### src/rtl/gwfr_pkg.sv
// Shared types and constants for the grid water flow relaxation block.
`timescale 1ns / 1ps
package gwfr_pkg;

    localparam int LEVEL_W    = 34;   // water + ground, signed
    localparam int SUM_W      = 37;   // sum of eight levels, signed
    localparam int DIV_W      = 37;   // divider dividend width
    localparam int CNT_W      = 4;    // lower neighbour count, 0..8
    localparam int NB_COUNT   = 8;
    localparam int CFG_DATA_W = 16;

    localparam logic [6:0]  GRID_SIZE_RESET = 7'd64;
    localparam logic [15:0] DRY_RESET       = 16'd66;

    localparam logic CFG_GRID_SIZE = 1'b0;
    localparam logic CFG_DRY       = 1'b1;

    localparam logic [1:0] ACT_WRITE = 2'd0;
    localparam logic [1:0] ACT_READ  = 2'd1;
    localparam logic [1:0] ACT_RUN   = 2'd2;

    typedef struct packed {
        logic [1:0]         action;
        logic [11:0]        cell_index;
        logic signed [31:0] ground_in;
        logic [31:0]        water_in;
        logic [9:0]         pass_count;
    } in_item_t;

    typedef struct packed {
        logic [1:0]         reply_kind;
        logic [31:0]        water_out;
        logic signed [31:0] ground_out;
        logic               bad_index;
    } out_item_t;

    typedef enum logic [1:0] {
        ADDR_ITEM,
        ADDR_CENTER,
        ADDR_NB
    } addr_sel_t;

    typedef enum logic [3:0] {
        ST_IDLE,
        ST_DISPATCH,
        ST_C_RD,
        ST_C_EVAL,
        ST_N_RD,
        ST_N_EVAL,
        ST_CHK,
        ST_DIV_AVG,
        ST_WR_C,
        ST_DIV_SHARE,
        ST_UPD,
        ST_ADV,
        ST_POST
    } state_t;

    typedef struct packed {
        logic      load_item;
        addr_sel_t addr_sel;
        logic      rd;
        logic      wr_item;
        logic      wr_center;
        logic      wr_nb;
        logic      cap_center;
        logic      cap_nb;
        logic      k_clr;
        logic      k_inc;
        logic      div_start;
        logic      div_share;
        logic      cap_avg;
        logic      cap_share;
        logic      scan_init;
        logic      scan_adv;
        logic      pass_init;
        logic      pass_dec;
        logic      out_load;
    } ctrl_cmd_t;

    typedef struct packed {
        logic [1:0] action;
        logic       bad;
        logic       run_empty;
        logic       w_zero;
        logic       cnt_zero;
        logic       k_last;
        logic       scan_last;
        logic       pass_last;
        logic       div_done;
        logic       out_busy;
    } dp_status_t;

endpackage

### src/rtl/gwfr_ctrl.sv
// Controller state machine sequencing actions and relaxation passes.
`timescale 1ns / 1ps
module gwfr_ctrl (
    input  logic                  clk,
    input  logic                  rst_n,
    input  logic                  in_valid,
    output logic                  in_stall,
    input  gwfr_pkg::dp_status_t  sts,
    output gwfr_pkg::ctrl_cmd_t   cmd
);

    gwfr_pkg::state_t state_reg, state_next;

    always_ff @(posedge clk or negedge rst_n)
    begin
        if (!rst_n)
        begin
            state_reg <= gwfr_pkg::ST_IDLE;
        end
        else
        begin
            state_reg <= state_next;
        end
    end

    assign in_stall = state_reg != gwfr_pkg::ST_IDLE;

    always_comb
    begin
        state_next   = state_reg;
        cmd          = '0;
        cmd.addr_sel = gwfr_pkg::ADDR_CENTER;
        case (state_reg)
            gwfr_pkg::ST_IDLE:
            begin
                if (in_valid)
                begin
                    cmd.load_item = 1'b1;
                    state_next    = gwfr_pkg::ST_DISPATCH;
                end
            end
            gwfr_pkg::ST_DISPATCH:
            begin
                cmd.addr_sel = gwfr_pkg::ADDR_ITEM;
                case (sts.action)
                    gwfr_pkg::ACT_WRITE:
                    begin
                        cmd.wr_item = !sts.bad;
                        state_next  = gwfr_pkg::ST_POST;
                    end
                    gwfr_pkg::ACT_READ:
                    begin
                        cmd.rd     = !sts.bad;
                        state_next = gwfr_pkg::ST_POST;
                    end
                    gwfr_pkg::ACT_RUN:
                    begin
                        if (sts.run_empty)
                        begin
                            state_next = gwfr_pkg::ST_POST;
                        end
                        else
                        begin
                            cmd.scan_init = 1'b1;
                            cmd.pass_init = 1'b1;
                            state_next    = gwfr_pkg::ST_C_RD;
                        end
                    end
                    default:
                    begin
                        // drop: no reply for an unused action
                        state_next = gwfr_pkg::ST_IDLE;
                    end
                endcase
            end
            gwfr_pkg::ST_C_RD:
            begin
                cmd.rd     = 1'b1;
                state_next = gwfr_pkg::ST_C_EVAL;
            end
            gwfr_pkg::ST_C_EVAL:
            begin
                cmd.cap_center = 1'b1;
                state_next     = sts.w_zero ? gwfr_pkg::ST_ADV : gwfr_pkg::ST_N_RD;
            end
            gwfr_pkg::ST_N_RD:
            begin
                cmd.addr_sel = gwfr_pkg::ADDR_NB;
                cmd.rd       = 1'b1;
                state_next   = gwfr_pkg::ST_N_EVAL;
            end
            gwfr_pkg::ST_N_EVAL:
            begin
                cmd.cap_nb = 1'b1;
                if (sts.k_last)
                begin
                    state_next = gwfr_pkg::ST_CHK;
                end
                else
                begin
                    cmd.k_inc  = 1'b1;
                    state_next = gwfr_pkg::ST_N_RD;
                end
            end
            gwfr_pkg::ST_CHK:
            begin
                if (sts.cnt_zero)
                begin
                    state_next = gwfr_pkg::ST_ADV;
                end
                else
                begin
                    cmd.div_start = 1'b1;
                    state_next    = gwfr_pkg::ST_DIV_AVG;
                end
            end
            gwfr_pkg::ST_DIV_AVG:
            begin
                if (sts.div_done)
                begin
                    cmd.cap_avg = 1'b1;
                    state_next  = gwfr_pkg::ST_WR_C;
                end
            end
            gwfr_pkg::ST_WR_C:
            begin
                cmd.wr_center = 1'b1;
                cmd.div_start = 1'b1;
                cmd.div_share = 1'b1;
                state_next    = gwfr_pkg::ST_DIV_SHARE;
            end
            gwfr_pkg::ST_DIV_SHARE:
            begin
                if (sts.div_done)
                begin
                    cmd.cap_share = 1'b1;
                    cmd.k_clr     = 1'b1;
                    state_next    = gwfr_pkg::ST_UPD;
                end
            end
            gwfr_pkg::ST_UPD:
            begin
                cmd.addr_sel = gwfr_pkg::ADDR_NB;
                cmd.wr_nb    = 1'b1;
                cmd.k_inc    = 1'b1;
                if (sts.k_last)
                begin
                    state_next = gwfr_pkg::ST_ADV;
                end
            end
            gwfr_pkg::ST_ADV:
            begin
                if (!sts.scan_last)
                begin
                    cmd.scan_adv = 1'b1;
                    state_next   = gwfr_pkg::ST_C_RD;
                end
                else if (sts.pass_last)
                begin
                    state_next = gwfr_pkg::ST_POST;
                end
                else
                begin
                    cmd.pass_dec  = 1'b1;
                    cmd.scan_init = 1'b1;
                    state_next    = gwfr_pkg::ST_C_RD;
                end
            end
            gwfr_pkg::ST_POST:
            begin
                // hold until the result register is free
                if (!sts.out_busy)
                begin
                    cmd.out_load = 1'b1;
                    state_next   = gwfr_pkg::ST_IDLE;
                end
            end
            default:
            begin
                state_next = gwfr_pkg::ST_IDLE;
            end
        endcase
    end

endmodule

### config.mk
export PLATFORM = sky130hd
export DESIGN_NAME = gwfr_ctrl
export DESIGN_NICKNAME = d
export VERILOG_FILES = /design/src/rtl/gwfr_pkg.sv /design/src/rtl/gwfr_ctrl.sv
export SDC_FILE = /design/constraint.sdc
export NUM_CORES = 1
export LEC_CHECK = 0
export BUFFER_PORTS_ARGS = -buffer_cell sky130_fd_sc_hd__buf_4
export CORE_MARGIN = 5
export CORE_UTILIZATION = 43
export CTS_CLUSTER_DIAMETER = 40
export DETAILED_ROUTE_END_ITERATION = 16
export HOLD_SLACK_MARGIN = 0.06
export PLACE_DENSITY = 0.88
export SYNTH_ARGS = -nofsm -noshare
export SYNTH_HDL_FRONTEND = slang
export SYNTH_SLANG_ARGS = --single-unit
### constraint.sdc
create_clock -name clk -period 1.85 [get_ports clk]
set_input_delay 0.2775 -clock clk [delete_from_list [all_inputs] [get_ports clk]]
set_output_delay 0.2775 -clock clk [all_outputs]
set_load 0.005 [all_outputs]
==> flow_summary.yaml <==
flow_run:
  drv_cap: 0
worst_setup_path:
  reg2reg_depth: 6
  end_kind: "output port"
  critPathBufInv: 1
  slowest_stage: "or4b_4"
  cp_data_required_time_ns: 1.57
  slowest_delay_ns: 0.56
  cp.depth: 4
  worstPathMaxFanout: 3
  reg2reg_slack_ns: 0.07
  endpoint: "cmd[4]"
  cp-start-kind: "flop"
  crit_start: "state_reg[1]"
  critPathTopFamily: "simple AND/OR/NAND/NOR gates"
  arrival_ns: 1.72
  path_cells: "or4b_4, nor4b_4, or2_1, buf_4"
  r2r-start: "state_reg[1]"
  path_class: "flop to output port"
  reg2reg_to: "state_reg[3]"
die:
  rows: 14
  coreArea_um2: 1470
  die-area_um2: 2390
  io_pins: 35
  fp.dieH_um: 48.9
  dieWidth_um: 48.9
  start_util_pct: 44.2
clock_tree:
  cts_tree: "built"
  insertion_delay_ns: 0.23
  cts.htree.levels: 1
  cts_buffers: 3
  clk_pin_slew_ns: 0.04
  clk_path_buf_depth: 2
  root_buffer: "clkbuf_4"
  cts_sinks: 4
synthesis:
  synth-edff-count: 0
  netlist.area_leader.share_pct: 15.4
  synth_seq_cells: 4
  postSynth.asyncResetShare_pct: 100
  synth-seq-area-share_pct: 15.4
  syn_avg_cell_area_um2: 7.07
  syn_inst: 92
  syn_nets: 106
  synth_flop_cell: "dfrtp_1"
  synth_top_cell_by_area: "dfrtp_1"
  synth_common_cells: "11 x nor2_1, 7 x nand2_1, 7 x nor3_1, 6 x a21oi_1, 5 x o21ai_0"
  yosys-top-cells-area: "dfrtp_1 15%, nor2_1 6.3%, nor3_1 5.4%, a21oi_1 4.6%, nand2_1 4.0%"
  yosysWarnings: 0
  synth_area_um2: 651
  ys_types: 40
  yosysMostFrequentCell: "nor2_1"
sta:
  relSlewSlack_pct: 79.8
  rsz0062_at_grt: "yes"
  fin_crit_ns: 1.99
  hold_slack_ns: 0.387
  finalCritPeriodShare_pct: 108
  fmax_mhz: 502
  worstMarginPinSlew_ns: 0.300
  fin_ws_ns: -0.144
  setup_viol: 2
  finalMaxSlewViolations: 0
  clock_skew_ns: 0.00420
  timing.final.hold_violations: 0
status:
  violations: "setup timing"
  status: "finished with violations"
finish:
  diodes: 0
  nets: 145
  largest_register_ffs: 4
  fin_util_pct: 71.2
  syn2layout_area_growth_pct: 61.0
  final_area_um2: 1050
  drive_above_1_share_pct: 46.5
  fillers: 115
placed_design:
  gp_congestion: 0.860
  post-dp-hpwl_mm: 1.63
  placed_cell_area_um2: 930
  numPortBuffers: 34
routing:
  viasPerCell: 6.11
  drt_iter0_markers: 33
  firstDrtPassIters: 4
  route.detailed.drc: 0
  num_vias: 886
  drtAntennaViolNets: 0
  wl_per_cell_um: 15.6
  totalWireLength_mm: 2.27
global_route:
  grt_max_degree: 26
  grt_first_pass_wirelength_mm: 3.44
  grt_overflow: 0
  grt_antenna_before_repair: 0
  grt_pass1_vias: 758
  grt_use_total_pct: 17.3
power:
  cellPowerDensity_nw_per_um2: 1300
  report.power.total_mw: 1.36
  power_leakage_nw: 0.471
  vdd_drop_max_mv: 0.860
hold_path:
  hold_path_class: "primary input to asynchronous set/reset pin"
[cell type report]
class / count / area [um2] / area share (%)
tap: 16 / 20.0 / 1.91
clock buffer: 3 / 22.5 / 2.15
inverter: 4 / 18.8 / 1.79
sequential: 4 / 100 / 9.56
multi-input combinational: 75 / 531 / 50.7
timing repair buffer: 43 / 355 / 33.9
[layout by cell type, fill, tap and decap left out, drive strengths merged, types with 2 or more instances in the layout]
cell    Yosys  routed
buf         6      41
nor2       11      11
nand2       7       7
nor3        7       7
a21oi       6       6
o21ai       5       5
dfrtp       4       4
clkbuf      3       4
nor4b       4       4
inv         3       3
nand3       3       3
nand2b      3       3
nand3b      2       2
o32ai       2       2
nor2b       2       2
and3        2       2
[cell families (layout without fill, tap and decap cells)]
group,Yosys count,after routing,synth area share [%]
simple gates,48,48,43.7
buf+inv,13,50,9.42
mux,1,1,1.54
xor+xnor,1,1,1.35
flops,4,4,15.4
compound gates,25,25,28.7
[metal layers]
metal | routed length (um) | share of wire (%) | GRT usage, % | up-vias
met5 | 0 | 0 | 0 | -
met4 | 36 | 1.6 | 8.52 | 0
met3 | 215 | 9.5 | 2.75 | 6
met2 | 1140 | 50 | 28.3 | 61
met1 | 873 | 39 | 21.7 | 402
li1 | - | - | - | 417
[repair_timing]
action / 4_1_cts / 5_1_grt
resized for setup: 1 / 8
pin swaps: 1 / 0
hold buffers: 1 / 0
endpoints found under the setup margin: 2 / 12
endpoints found under the hold margin: 4 / 0
setup buffers: 1 / 1
gates cloned: 0 / 1
[stage by stage]
step | setup TNS [ns] | setup WS (ns) | cells
finish | -0.207 | -0.144 | 145
global route | -0.485 | -0.236 | 145
CTS | -0.269 | -0.176 | 143
detailed placement | 0 | 0.0298 | 138
global placement | 0 | 0.107 | 138
floorplan | 0 | 0.171 | 92
[report_power, final]
group          switching (mW)  internal [mW]  total, mW
combinational           0.593          0.516       1.11
clock                  0.0327         0.0723      0.105
sequential             0.0180          0.126      0.144
[worst min-delay path by stage]
stage / cells past startpoint / to / slack [ns] / startpoint
after global routing: 2 / state_reg[3] / 0.37 / rst_n
after floorplan: 0 / state_reg[0] / -0.02 / rst_n
final: 2 / state_reg[3] / 0.39 / rst_n
after CTS: 2 / state_reg[3] / 0.36 / rst_n
after global placement: 1 / state_reg[0] / 0.07 / rst_n
after detailed placement: 1 / state_reg[3] / 0.08 / rst_n
[worst reg2reg max path, cell delays in order, from the launching register on]
cell,delay [ns]
dfrtp_1,0.37
buf_4,0.16
buf_12,0.14
or3b_4,0.37
a21o_1,0.19
a22oi_2,0.24
mux2i_1,0.24
Power figures use the tool's default switching activity.
